[config.mk]
export PLATFORM = sky130hd
export DESIGN_NAME = sync_length_frame_receiver_decoder_top_flat
export DESIGN_NICKNAME = d
export VERILOG_FILES = /design/src/rtl/slfr_pkg.sv /design/src/rtl/slfr_if.sv /design/src/rtl/slfr_rx.sv /design/src/rtl/slfr_dec.sv /design/src/rtl/sync_length_frame_receiver_decoder_top.sv /design/src/flat_wrapper.sv
export SDC_FILE = /design/constraint.sdc
export NUM_CORES = 1
export LEC_CHECK = 0
export BUFFER_PORTS_ARGS = -buffer_cell sky130_fd_sc_hd__clkbuf_2
export CORE_UTILIZATION = 50
export CTS_BUF_LIST = sky130_fd_sc_hd__clkbuf_4 sky130_fd_sc_hd__clkbuf_8
export DETAILED_ROUTE_END_ITERATION = 8
export PLACE_DENSITY = 0.72
export SLEW_MARGIN = 20
export SYNTH_ARGS = -nofsm -noshare
export SYNTH_HDL_FRONTEND = slang
export SYNTH_SLANG_ARGS = --single-unit
export TNS_END_PERCENT = 1
[constraint.sdc]
create_clock -name i_clk -period 3.9 [get_ports i_clk]
set_clock_uncertainty 0.15 [all_clocks]
set_input_delay 0.78 -clock i_clk [delete_from_list [all_inputs] [get_ports i_clk]]
set_output_delay 0.78 -clock i_clk [all_outputs]
set_load 0.02 [all_outputs]
[src/rtl/slfr_pkg.sv]
// Package for the sync-and-length frame receiver and record decoder.
// Holds the shared types, frame layout positions, module codes and record kind codes.
// No dependencies.
package slfr_pkg;

    localparam int KEPT_BYTES = 19;
    localparam int KIDX_W     = 5;
    localparam int FLEN_W     = 9;
    localparam int CNT_W      = 3;

    typedef logic [7:0]                  t_byte;
    typedef logic [KEPT_BYTES-1:0][7:0]  t_frame_bytes;
    typedef logic [2:0]                  t_kind;

    // Header bytes and frame length rule.
    localparam t_byte             HDR0       = 8'h55;
    localparam t_byte             HDR1       = 8'hAA;
    localparam logic [FLEN_W-1:0] LEN_OFFSET = 9'd8;
    localparam logic [FLEN_W-1:0] FLEN_RESET = 9'd14;

    // Frame positions.
    localparam int POS_LEN    = 3;
    localparam int POS_MODULE = 4;
    localparam int POS_SUB    = 6;
    localparam int POS_SEL    = 8;

    // Module byte codes.
    localparam t_byte MOD_IO     = 8'h06;
    localparam t_byte MOD_ANALOG = 8'h07;
    localparam t_byte MOD_MOTOR  = 8'h08;
    localparam t_byte MOD_IMU    = 8'h09;
    localparam t_byte MOD_SOUND  = 8'h0a;

    // IMU sub-types.
    localparam t_byte IMU_GYRO   = 8'd1;
    localparam t_byte IMU_ACCEL  = 8'd2;
    localparam t_byte IMU_QUAT_A = 8'd3;
    localparam t_byte IMU_QUAT_B = 8'd4;

    // Record kinds.
    localparam t_kind KIND_IO      = 3'd0;
    localparam t_kind KIND_ANALOG  = 3'd1;
    localparam t_kind KIND_MOT_CUR = 3'd2;
    localparam t_kind KIND_MOT_POS = 3'd3;
    localparam t_kind KIND_GYRO    = 3'd4;
    localparam t_kind KIND_ACCEL   = 3'd5;
    localparam t_kind KIND_QUAT    = 3'd6;
    localparam t_kind KIND_SOUND   = 3'd7;

    // Completed frame handed from the receiver to the decoder.
    typedef struct packed {
        logic         done;
        t_frame_bytes bytes;
    } t_frame_evt;

endpackage

[src/rtl/slfr_if.sv]
// Valid/ready channel interfaces for received bytes and decoded records.
// Depends on nothing.
interface slfr_byte_if;
    logic       valid;
    logic       ready;
    logic [7:0] rx_byte;

    modport source (output valid, output rx_byte, input ready);
    modport sink   (input valid, input rx_byte, output ready);
endinterface

interface slfr_rec_if;
    logic               valid;
    logic               ready;
    logic [2:0]         kind;
    logic [3:0]         channel;
    logic signed [31:0] value;
    logic               first_quat;
    logic               last;

    modport source (output valid, output kind, output channel, output value,
                    output first_quat, output last, input ready);
    modport sink   (input valid, input kind, input channel, input value,
                    input first_quat, input last, output ready);
endinterface

[src/rtl/slfr_rx.sv]
// Frame receiver: header hunt, length tracking and the kept frame bytes.
// Depends on slfr_pkg and slfr_byte_if.
module slfr_rx #(
    parameter int BUFFER_LIMIT = 128
) (
    input  logic                i_clk,
    input  logic                i_rst_n,
    slfr_byte_if.sink           i_byte,
    input  logic                i_dec_busy,
    output slfr_pkg::t_frame_evt o_evt
);

    localparam int IW = $clog2(BUFFER_LIMIT + 1);
    localparam int CW = (IW > slfr_pkg::FLEN_W) ? IW : slfr_pkg::FLEN_W;

    logic                          r_in_frame, n_in_frame;
    slfr_pkg::t_byte               r_prev, n_prev;
    logic [IW-1:0]                 r_idx, n_idx;
    logic [slfr_pkg::FLEN_W-1:0]   r_flen, n_flen;
    slfr_pkg::t_frame_bytes        r_bytes, n_bytes;
    logic                          n_done;
    logic                          will_complete;
    logic                          accept;
    logic [IW-1:0]                 idx_inc;
    slfr_pkg::t_byte               b;

    assign b       = i_byte.rx_byte;
    assign idx_inc = r_idx + IW'(1);

    // The length byte itself can never complete a frame, so the stall test
    // does not look at the incoming data.
    assign will_complete = r_in_frame && (r_idx != IW'(slfr_pkg::POS_LEN))
                           && (CW'(idx_inc) == CW'(r_flen));
    assign i_byte.ready  = !i_dec_busy || !will_complete;
    assign accept        = i_byte.valid && i_byte.ready;

    always_comb begin
        n_in_frame = r_in_frame;
        n_prev     = r_prev;
        n_idx      = r_idx;
        n_flen     = r_flen;
        n_bytes    = r_bytes;
        n_done     = 1'b0;
        if (accept) begin
            if (r_idx < IW'(slfr_pkg::KEPT_BYTES)) begin
                n_bytes[r_idx[slfr_pkg::KIDX_W-1:0]] = b;
            end
            if (!r_in_frame && r_prev == slfr_pkg::HDR0 && b == slfr_pkg::HDR1) begin
                n_in_frame = 1'b1;
                n_bytes[0] = slfr_pkg::HDR0;
                n_bytes[1] = slfr_pkg::HDR1;
                n_idx      = IW'(2);
                n_prev     = '0;
            end else if (r_in_frame) begin
                if (r_idx == IW'(slfr_pkg::POS_LEN)) begin
                    n_flen = {1'b0, b} + slfr_pkg::LEN_OFFSET;
                end
                n_idx = idx_inc;
                if (CW'(idx_inc) == CW'(n_flen)) begin
                    n_done     = 1'b1;
                    n_in_frame = 1'b0;
                end
                if (idx_inc >= IW'(BUFFER_LIMIT)) begin
                    n_in_frame = 1'b0;
                end
            end else begin
                n_prev = b;
            end
        end
    end

    always_ff @(posedge i_clk) begin
        if (!i_rst_n) begin
            r_in_frame <= 1'b0;
            r_prev     <= '0;
            r_idx      <= '0;
            r_flen     <= slfr_pkg::FLEN_RESET;
            r_bytes    <= '0;
        end else begin
            r_in_frame <= n_in_frame;
            r_prev     <= n_prev;
            r_idx      <= n_idx;
            r_flen     <= n_flen;
            r_bytes    <= n_bytes;
        end
    end

    // The decoder takes the frame including the byte that completes it.
    assign o_evt.done  = n_done;
    assign o_evt.bytes = n_bytes;

endmodule

[src/rtl/slfr_dec.sv]
// Record decoder: frame snapshot, record sequencer and output register.
// Depends on slfr_pkg and slfr_rec_if.
module slfr_dec (
    input  logic                 i_clk,
    input  logic                 i_rst_n,
    input  slfr_pkg::t_frame_evt i_evt,
    output logic                 o_busy,
    slfr_rec_if.source           o_rec
);

    logic [slfr_pkg::KEPT_BYTES-1:slfr_pkg::POS_MODULE][7:0] r_fb;
    logic [slfr_pkg::CNT_W-1:0] r_cnt, r_k;
    logic                       r_busy, r_fq, r_quat_seen;
    logic                       r_ovalid;
    slfr_pkg::t_kind            r_okind;
    logic [3:0]                 r_och;
    logic [31:0]                r_oval;
    logic                       r_ofq, r_olast;

    logic [slfr_pkg::CNT_W-1:0] cap_cnt;
    logic                       cap_quat_b;
    slfr_pkg::t_byte            cap_mod, cap_sel, cap_sub;
    slfr_pkg::t_kind            rec_kind;
    logic [3:0]                 rec_ch;
    logic [31:0]                rec_val;
    logic [slfr_pkg::CNT_W-1:0] k_inc;
    logic                       load;
    slfr_pkg::t_byte            mod, sel, sub;
    logic [3:0]                 grp_base;

    assign cap_mod = i_evt.bytes[slfr_pkg::POS_MODULE];
    assign cap_sel = i_evt.bytes[slfr_pkg::POS_SEL];
    assign cap_sub = i_evt.bytes[slfr_pkg::POS_SUB];

    // Number of records for the completed frame.
    always_comb begin
        cap_cnt    = '0;
        cap_quat_b = 1'b0;
        case (cap_mod)
            slfr_pkg::MOD_IO: cap_cnt = 3'd4;
            slfr_pkg::MOD_ANALOG: begin
                if (cap_sel >= 8'd1 && cap_sel <= 8'd3) cap_cnt = 3'd5;
            end
            slfr_pkg::MOD_MOTOR: begin
                if (cap_sel >= 8'd1 && cap_sel <= 8'd9) cap_cnt = 3'd2;
            end
            slfr_pkg::MOD_IMU: begin
                if (cap_sub == slfr_pkg::IMU_GYRO || cap_sub == slfr_pkg::IMU_ACCEL) begin
                    cap_cnt = 3'd3;
                end else if (cap_sub == slfr_pkg::IMU_QUAT_A) begin
                    cap_cnt = 3'd2;
                end else if (cap_sub == slfr_pkg::IMU_QUAT_B) begin
                    cap_cnt    = 3'd2;
                    cap_quat_b = 1'b1;
                end
            end
            slfr_pkg::MOD_SOUND: cap_cnt = 3'd1;
            default: cap_cnt = '0;
        endcase
    end

    assign mod = r_fb[slfr_pkg::POS_MODULE];
    assign sel = r_fb[slfr_pkg::POS_SEL];
    assign sub = r_fb[slfr_pkg::POS_SUB];

    always_comb begin
        unique case (sel[1:0])
            2'd2:    grp_base = 4'd5;
            2'd3:    grp_base = 4'd10;
            default: grp_base = 4'd0;
        endcase
    end

    // Record number r_k of the stored frame.
    always_comb begin
        rec_kind = slfr_pkg::KIND_IO;
        rec_ch   = {1'b0, r_k};
        rec_val  = '0;
        case (mod)
            slfr_pkg::MOD_IO: begin
                rec_kind = slfr_pkg::KIND_IO;
                rec_val  = {31'd0, sel[r_k[1:0]]};
            end
            slfr_pkg::MOD_ANALOG: begin
                rec_kind = slfr_pkg::KIND_ANALOG;
                rec_ch   = grp_base + {1'b0, r_k};
                case (r_k)
                    3'd0:    rec_val = {16'd0, r_fb[9],  r_fb[10]};
                    3'd1:    rec_val = {16'd0, r_fb[11], r_fb[12]};
                    3'd2:    rec_val = {16'd0, r_fb[13], r_fb[14]};
                    3'd3:    rec_val = {16'd0, r_fb[15], r_fb[16]};
                    default: rec_val = {16'd0, r_fb[17], r_fb[18]};
                endcase
            end
            slfr_pkg::MOD_MOTOR: begin
                rec_ch = sel[3:0] - 4'd1;
                if (r_k == '0) begin
                    rec_kind = slfr_pkg::KIND_MOT_CUR;
                    rec_val  = {r_fb[9], r_fb[10], r_fb[11], r_fb[12]};
                end else begin
                    rec_kind = slfr_pkg::KIND_MOT_POS;
                    rec_val  = {r_fb[13], r_fb[14], r_fb[15], r_fb[16]};
                end
            end
            slfr_pkg::MOD_IMU: begin
                if (sub == slfr_pkg::IMU_GYRO) begin
                    rec_kind = slfr_pkg::KIND_GYRO;
                end else if (sub == slfr_pkg::IMU_ACCEL) begin
                    rec_kind = slfr_pkg::KIND_ACCEL;
                end else begin
                    rec_kind = slfr_pkg::KIND_QUAT;
                end
                // The second quaternion frame carries the y and z components.
                if (sub == slfr_pkg::IMU_QUAT_B) rec_ch = {1'b0, r_k} + 4'd2;
                case (r_k)
                    3'd0:    rec_val = {r_fb[7],  r_fb[8],  r_fb[9],  r_fb[10]};
                    3'd1:    rec_val = {r_fb[11], r_fb[12], r_fb[13], r_fb[14]};
                    default: rec_val = {r_fb[15], r_fb[16], r_fb[17], r_fb[18]};
                endcase
            end
            slfr_pkg::MOD_SOUND: begin
                rec_kind = slfr_pkg::KIND_SOUND;
                rec_ch   = 4'd0;
                rec_val  = {16'd0, r_fb[8], r_fb[9]};
            end
            default: begin
                rec_kind = slfr_pkg::KIND_IO;
                rec_val  = '0;
            end
        endcase
    end

    assign k_inc = r_k + 3'd1;
    assign load  = r_busy && (!r_ovalid || o_rec.ready);

    always_ff @(posedge i_clk) begin
        if (!i_rst_n) begin
            r_busy      <= 1'b0;
            r_quat_seen <= 1'b0;
            r_ovalid    <= 1'b0;
            r_k         <= '0;
            r_cnt       <= '0;
        end else begin
            if (i_evt.done) begin
                r_cnt  <= cap_cnt;
                r_k    <= '0;
                r_busy <= (cap_cnt != '0);
                if (cap_quat_b) r_quat_seen <= 1'b1;
            end else if (load) begin
                r_k <= k_inc;
                if (k_inc == r_cnt) r_busy <= 1'b0;
            end
            if (load) begin
                r_ovalid <= 1'b1;
            end else if (o_rec.ready) begin
                r_ovalid <= 1'b0;
            end
        end
    end

    always_ff @(posedge i_clk) begin
        if (i_evt.done) begin
            r_fb <= i_evt.bytes[slfr_pkg::KEPT_BYTES-1:slfr_pkg::POS_MODULE];
            r_fq <= cap_quat_b && !r_quat_seen;
        end
        if (load) begin
            r_okind <= rec_kind;
            r_och   <= rec_ch;
            r_oval  <= rec_val;
            r_ofq   <= r_fq;
            r_olast <= (k_inc == r_cnt);
        end
    end

    assign o_busy           = r_busy;
    assign o_rec.valid      = r_ovalid;
    assign o_rec.kind       = r_okind;
    assign o_rec.channel    = r_och;
    assign o_rec.value      = r_oval;
    assign o_rec.first_quat = r_ofq;
    assign o_rec.last       = r_olast;

endmodule

[src/rtl/sync_length_frame_receiver_decoder_top.sv]
// Sync-and-length frame receiver with record decoder, top level.
// Depends on slfr_pkg, slfr_if, slfr_rx and slfr_dec.
//
// Received bytes are taken one per clock cycle. The receiver hunts for the
// 0x55 0xAA header outside a frame, takes the total length from the fourth
// byte (value plus 8) and drops a frame that reaches BUFFER_LIMIT bytes
// without completing. The byte that completes a frame hands a snapshot of
// the first 19 frame bytes to the record sequencer, which puts out one
// record per cycle while the output is ready (one to five per frame, none
// for an unknown module, selector or sub-type) through an output register.
// Only a completing byte can stall: it waits while the sequencer is still
// sending the previous frame's records, which output back pressure can
// prolong. No checksum is checked.
module sync_length_frame_receiver_decoder_top #(
    parameter int BUFFER_LIMIT = 128
) (
    input  logic        i_clk,
    input  logic        i_rst_n,
    slfr_byte_if.sink   i_in,
    slfr_rec_if.source  o_out
);

    slfr_pkg::t_frame_evt evt;
    logic                 dec_busy;

    slfr_rx #(
        .BUFFER_LIMIT(BUFFER_LIMIT)
    ) u_rx (
        .i_clk     (i_clk),
        .i_rst_n   (i_rst_n),
        .i_byte    (i_in),
        .i_dec_busy(dec_busy),
        .o_evt     (evt)
    );

    slfr_dec u_dec (
        .i_clk  (i_clk),
        .i_rst_n(i_rst_n),
        .i_evt  (evt),
        .o_busy (dec_busy),
        .o_rec  (o_out)
    );

endmodule
[src/flat_wrapper.sv]
// flat-port wrapper written by rule: the top's interface ports become plain ports
module sync_length_frame_receiver_decoder_top_flat 
#(
    parameter int BUFFER_LIMIT = 128
)
  (i_clk, i_rst_n, i_in_valid, i_in_rx_byte, i_in_ready, o_out_valid, o_out_kind, o_out_channel, o_out_value, o_out_first_quat, o_out_last, o_out_ready);
  slfr_byte_if i_in_i ();
  slfr_rec_if o_out_i ();
  input  logic i_clk;
  input  logic i_rst_n;
  input wire logic [$bits(i_in_i.valid)-1:0] i_in_valid;
  input wire logic [$bits(i_in_i.rx_byte)-1:0] i_in_rx_byte;
  output wire logic [$bits(i_in_i.ready)-1:0] i_in_ready;
  output wire logic [$bits(o_out_i.valid)-1:0] o_out_valid;
  output wire logic [$bits(o_out_i.kind)-1:0] o_out_kind;
  output wire logic [$bits(o_out_i.channel)-1:0] o_out_channel;
  output wire logic [$bits(o_out_i.value)-1:0] o_out_value;
  output wire logic [$bits(o_out_i.first_quat)-1:0] o_out_first_quat;
  output wire logic [$bits(o_out_i.last)-1:0] o_out_last;
  input wire logic [$bits(o_out_i.ready)-1:0] o_out_ready;
  assign i_in_i.valid = i_in_valid;
  assign i_in_i.rx_byte = i_in_rx_byte;
  assign i_in_ready = i_in_i.ready;
  assign o_out_valid = o_out_i.valid;
  assign o_out_kind = o_out_i.kind;
  assign o_out_channel = o_out_i.channel;
  assign o_out_value = o_out_i.value;
  assign o_out_first_quat = o_out_i.first_quat;
  assign o_out_last = o_out_i.last;
  assign o_out_i.ready = o_out_ready;
  sync_length_frame_receiver_decoder_top #(.BUFFER_LIMIT(BUFFER_LIMIT)) u_core (.i_clk(i_clk), .i_rst_n(i_rst_n), .i_in(i_in_i), .o_out(o_out_i));
endmodule
==> summary.txt <==
Outcome
  – Status: finished clean

Cells and area
  – Non-Filler Instances: 1679
  – Fin area: 15600 µm²
  – Proportion of layout cells with a drive suffix above 1: 0.246
  – Antenna cells: 0
  – Synthesis-to-layout area growth: 12.5%
  – Final nets: 1299

Clocking
  – Root buf cell: clkbuf_8
  – TritonCTS clock tree: built
  – Worst-path clk slew: 0.06 ns
  – Clock buffer count from CTS: 47
  – H-tree lvl count: 2
  – Clock Sink Count: 301
  – Hold buffers post-CTS: 0
  – Clock Tree Buf Depth: 3
  – Worst-Skew Late Latency: 0.56 ns

Timing
  – Relative slew slack: 0.299
  – Final setup violation count: 0
  – Setup repair after global routing missed its margin: no
  – Setup_tns: 0 ns
  – Tmin final: 3.72 ns
  – Final number of max-transition violations: 0
  – Final setup margin: 0.180 ns
  – Post-route clock period utilization: 0.954
  – Worst-Margin Slew: 1.05 ns
  – Max Clk Rate: 269 MHz
  – Final hold viol count: 0

Die
  – Die footprint: 28500 µm²
  – Die H: 169 µm
  – Core ar.: 27100 µm²
  – Starting density of the core: 0.513
  – Standard-cell rows: 60
  – Die width: 169 µm
  – IO Pins: 55

Critical path
  – CP arrival: 3.80 ns
  – Setup CP Type: flip-flop to flip-flop
  – WP data required: 3.98 ns
  – CP endpoint kind: flip-flop
  – Startpoint types: flip-flop
  – CP Max Fanout: 39

Detailed routing
  – Detailed Routing Iterations Pass 1: 6
  – Drt total wl: 35.3 mm
  – Initial DRC count: 1048
  – ANT nets after route: 0
  – DRC viols: 0
  – Total number of vias: 10100
  – DR vias/cell: 6.00
  – Post-DR wirelength/cell: 21.0 µm

GRT
  – Initial antenna violation count: 0
  – First-pass GRT wire length: 54.2 mm
  – Largest net degree at the start of global routing: 119
  – Vias in the first global route: 9413
  – GR Overflow Total: 0
  – Overall fraction of global-route tracks in use: 0.248

Placed design
  – Place WS: 0.218 ns
  – Port-buffer cells: 54
  – Detailed Place HPWL: 22.9 mm
  – GPL Wtd Cong: 0.894
  – Placed standard-cell area: 14600 µm²
  – Inst Count DP: 1591

Pwr
  – PD cells: 394 nW/µm²
  – Peak supply drop: 0.000214 V
  – Leakage: 6.23 nW

Synth
  – Cell count after synthesis: 1214
  – Synth top area share: 0.333
  – Synth Register Bits: 301
  – Sequential area share after synthesis: 0.544
  – Synth Net Count: 1244
  – Syn. warnings: 0
  – Most common cell in the synthesized netlist: edfxtp_1
  – Mapped Area: 13900 µm²
  – Share of synthesized registers carrying an async set or reset: 0
  – Synth top area cells: edfxtp_1 33%, dfxtp_1 21%, mux2_2 8.9%
  – Cell taking the most area after synthesis: edfxtp_1
  – Synth cell types: 73
  – Post-synth EDFFs: 154
  – Synth Flop Type: edfxtp_1
  – Post-Syn Area per Cell: 11.4 µm²
  – Commonest cells post-synth: 154 x edfxtp_1, 147 x dfxtp_1, 116 x and2_1

Run
  – Number of max-cap violations: 0

Hold path
  – HP Class: flip-flop to flip-flop
## layout by cell type, fill, tap and decap left out, types with 16 or more instances in the layout
cell type,n
edfxtp_1,154
dfxtp_1,147
and2_1,115
mux2_2,110
nand2_1,94
a21oi_1,86
clkbuf_8,57
clkbuf_2,54
nor2_1,44
buf_4,32
mux2i_1,31
a22oi_1,25
xnor2_1,20
inv_1,19
o21ai_0,19
nand3_1,18
ha_1,17
clkbuf_4,17
a22o_1,16
o22ai_1,16
## worst paths after layout
path | from | end | slack (ns) | cells past startpoint
setup / recovery | u_core.u_rx.r_idx[4]$_SDFFE_PN0P_ | u_core.u_dec.r_fb[54]$_DFFE_PP_ | 0.18 | 9
hold / removal | u_core.u_dec.r_fq$_DFFE_PP_ | u_core.u_dec.o_rec.first_quat$_DFFE_PP_ | 0.28 | 0
setup reg to reg | u_core.u_rx.r_idx[4]$_SDFFE_PN0P_ | u_core.u_dec.r_fb[54]$_DFFE_PP_ | 0.18 | 9
hold reg to reg | u_core.u_dec.r_fq$_DFFE_PP_ | u_core.u_dec.o_rec.first_quat$_DFFE_PP_ | 0.28 | 0
## cell type report
class	instances	area [µm²]
Fill cell	2236	11500
Sequential cell	301	7570
Multi-Input combinational cell	808	5930
Clock buffer	74	912
Timing Repair Buffer	91	611
Tap cell	372	465
Clock inverter	13	85.1
Inverter	20	75.1
## per-stage QoR
stage               total power [mW]  hold slack (ns)  utilization
global placement                3.48            0.253        0.540
detailed placement              3.48            0.276        0.540
CTS                             6.21            0.283        0.577
floorplan                       3.43            0.250            -
finish                          6.17            0.280        0.577
global route                    6.35            0.300        0.577
## cells by family (layout without fill, tap and decap cells)
family                   after synthesis  in the layout  share of synthesized area
AND/OR/NAND/NOR                      364            364                      0.147
XOR/XNOR                              32             32                     0.0202
flip-flops                           301            301                      0.544
adder cells (fa/ha/maj)               18             18                     0.0167
buffers and inverters                105            198                     0.0320
AO/OA/AOI/OAI                        245            245                      0.119
multiplexers                         149            149                      0.121
## timing repair
item	in CTS	in global routing
hold endpoints to repair	0	0
pin swaps	1	0
endpoints found under the setup margin	1	14
buffers inserted	1	0
resized for setup	0	1
## metal layers
layer  GRT usage  vias up  routed length (µm)
met3      0.0493       94                3060
li1            -     4577                   -
met2       0.370      505               15300
met5           0        -                   0
met4      0.0964        0                1180
met1       0.353     4895               15700
## sequential cells by signal, summed over array words and instances (netlist names), 8 cells and up
signal                    flops
u_core.u_rx.r_bytes         112
u_core.u_dec.r_fb            88
u_core.u_dec.o_rec.value     32
u_core.u_rx.r_flen            9
u_core.u_dec.mod              8
u_core.u_dec.sel              8
u_core.u_dec.sub              8
u_core.u_rx.r_idx             8
u_core.u_rx.r_prev            8
## where the power goes
group          internal, mW  total [mW]  switching [mW]
sequential             3.30        3.30         0.00214
clock                  1.55        2.76            1.20
combinational        0.0275       0.111          0.0835
## worst max-delay path: stages, from the launching register on
cell,delay [ns]
dfxtp_1,0.47
nor4_2,0.58
nand3b_2,0.35
inv_1,0.25
a2111oi_4,0.11
buf_4,0.18
a211o_1,0.33
nor4_2,0.39
buf_12,0.30
buf_4,0.27
Note: power is estimated with default switching activity, not from simulation.
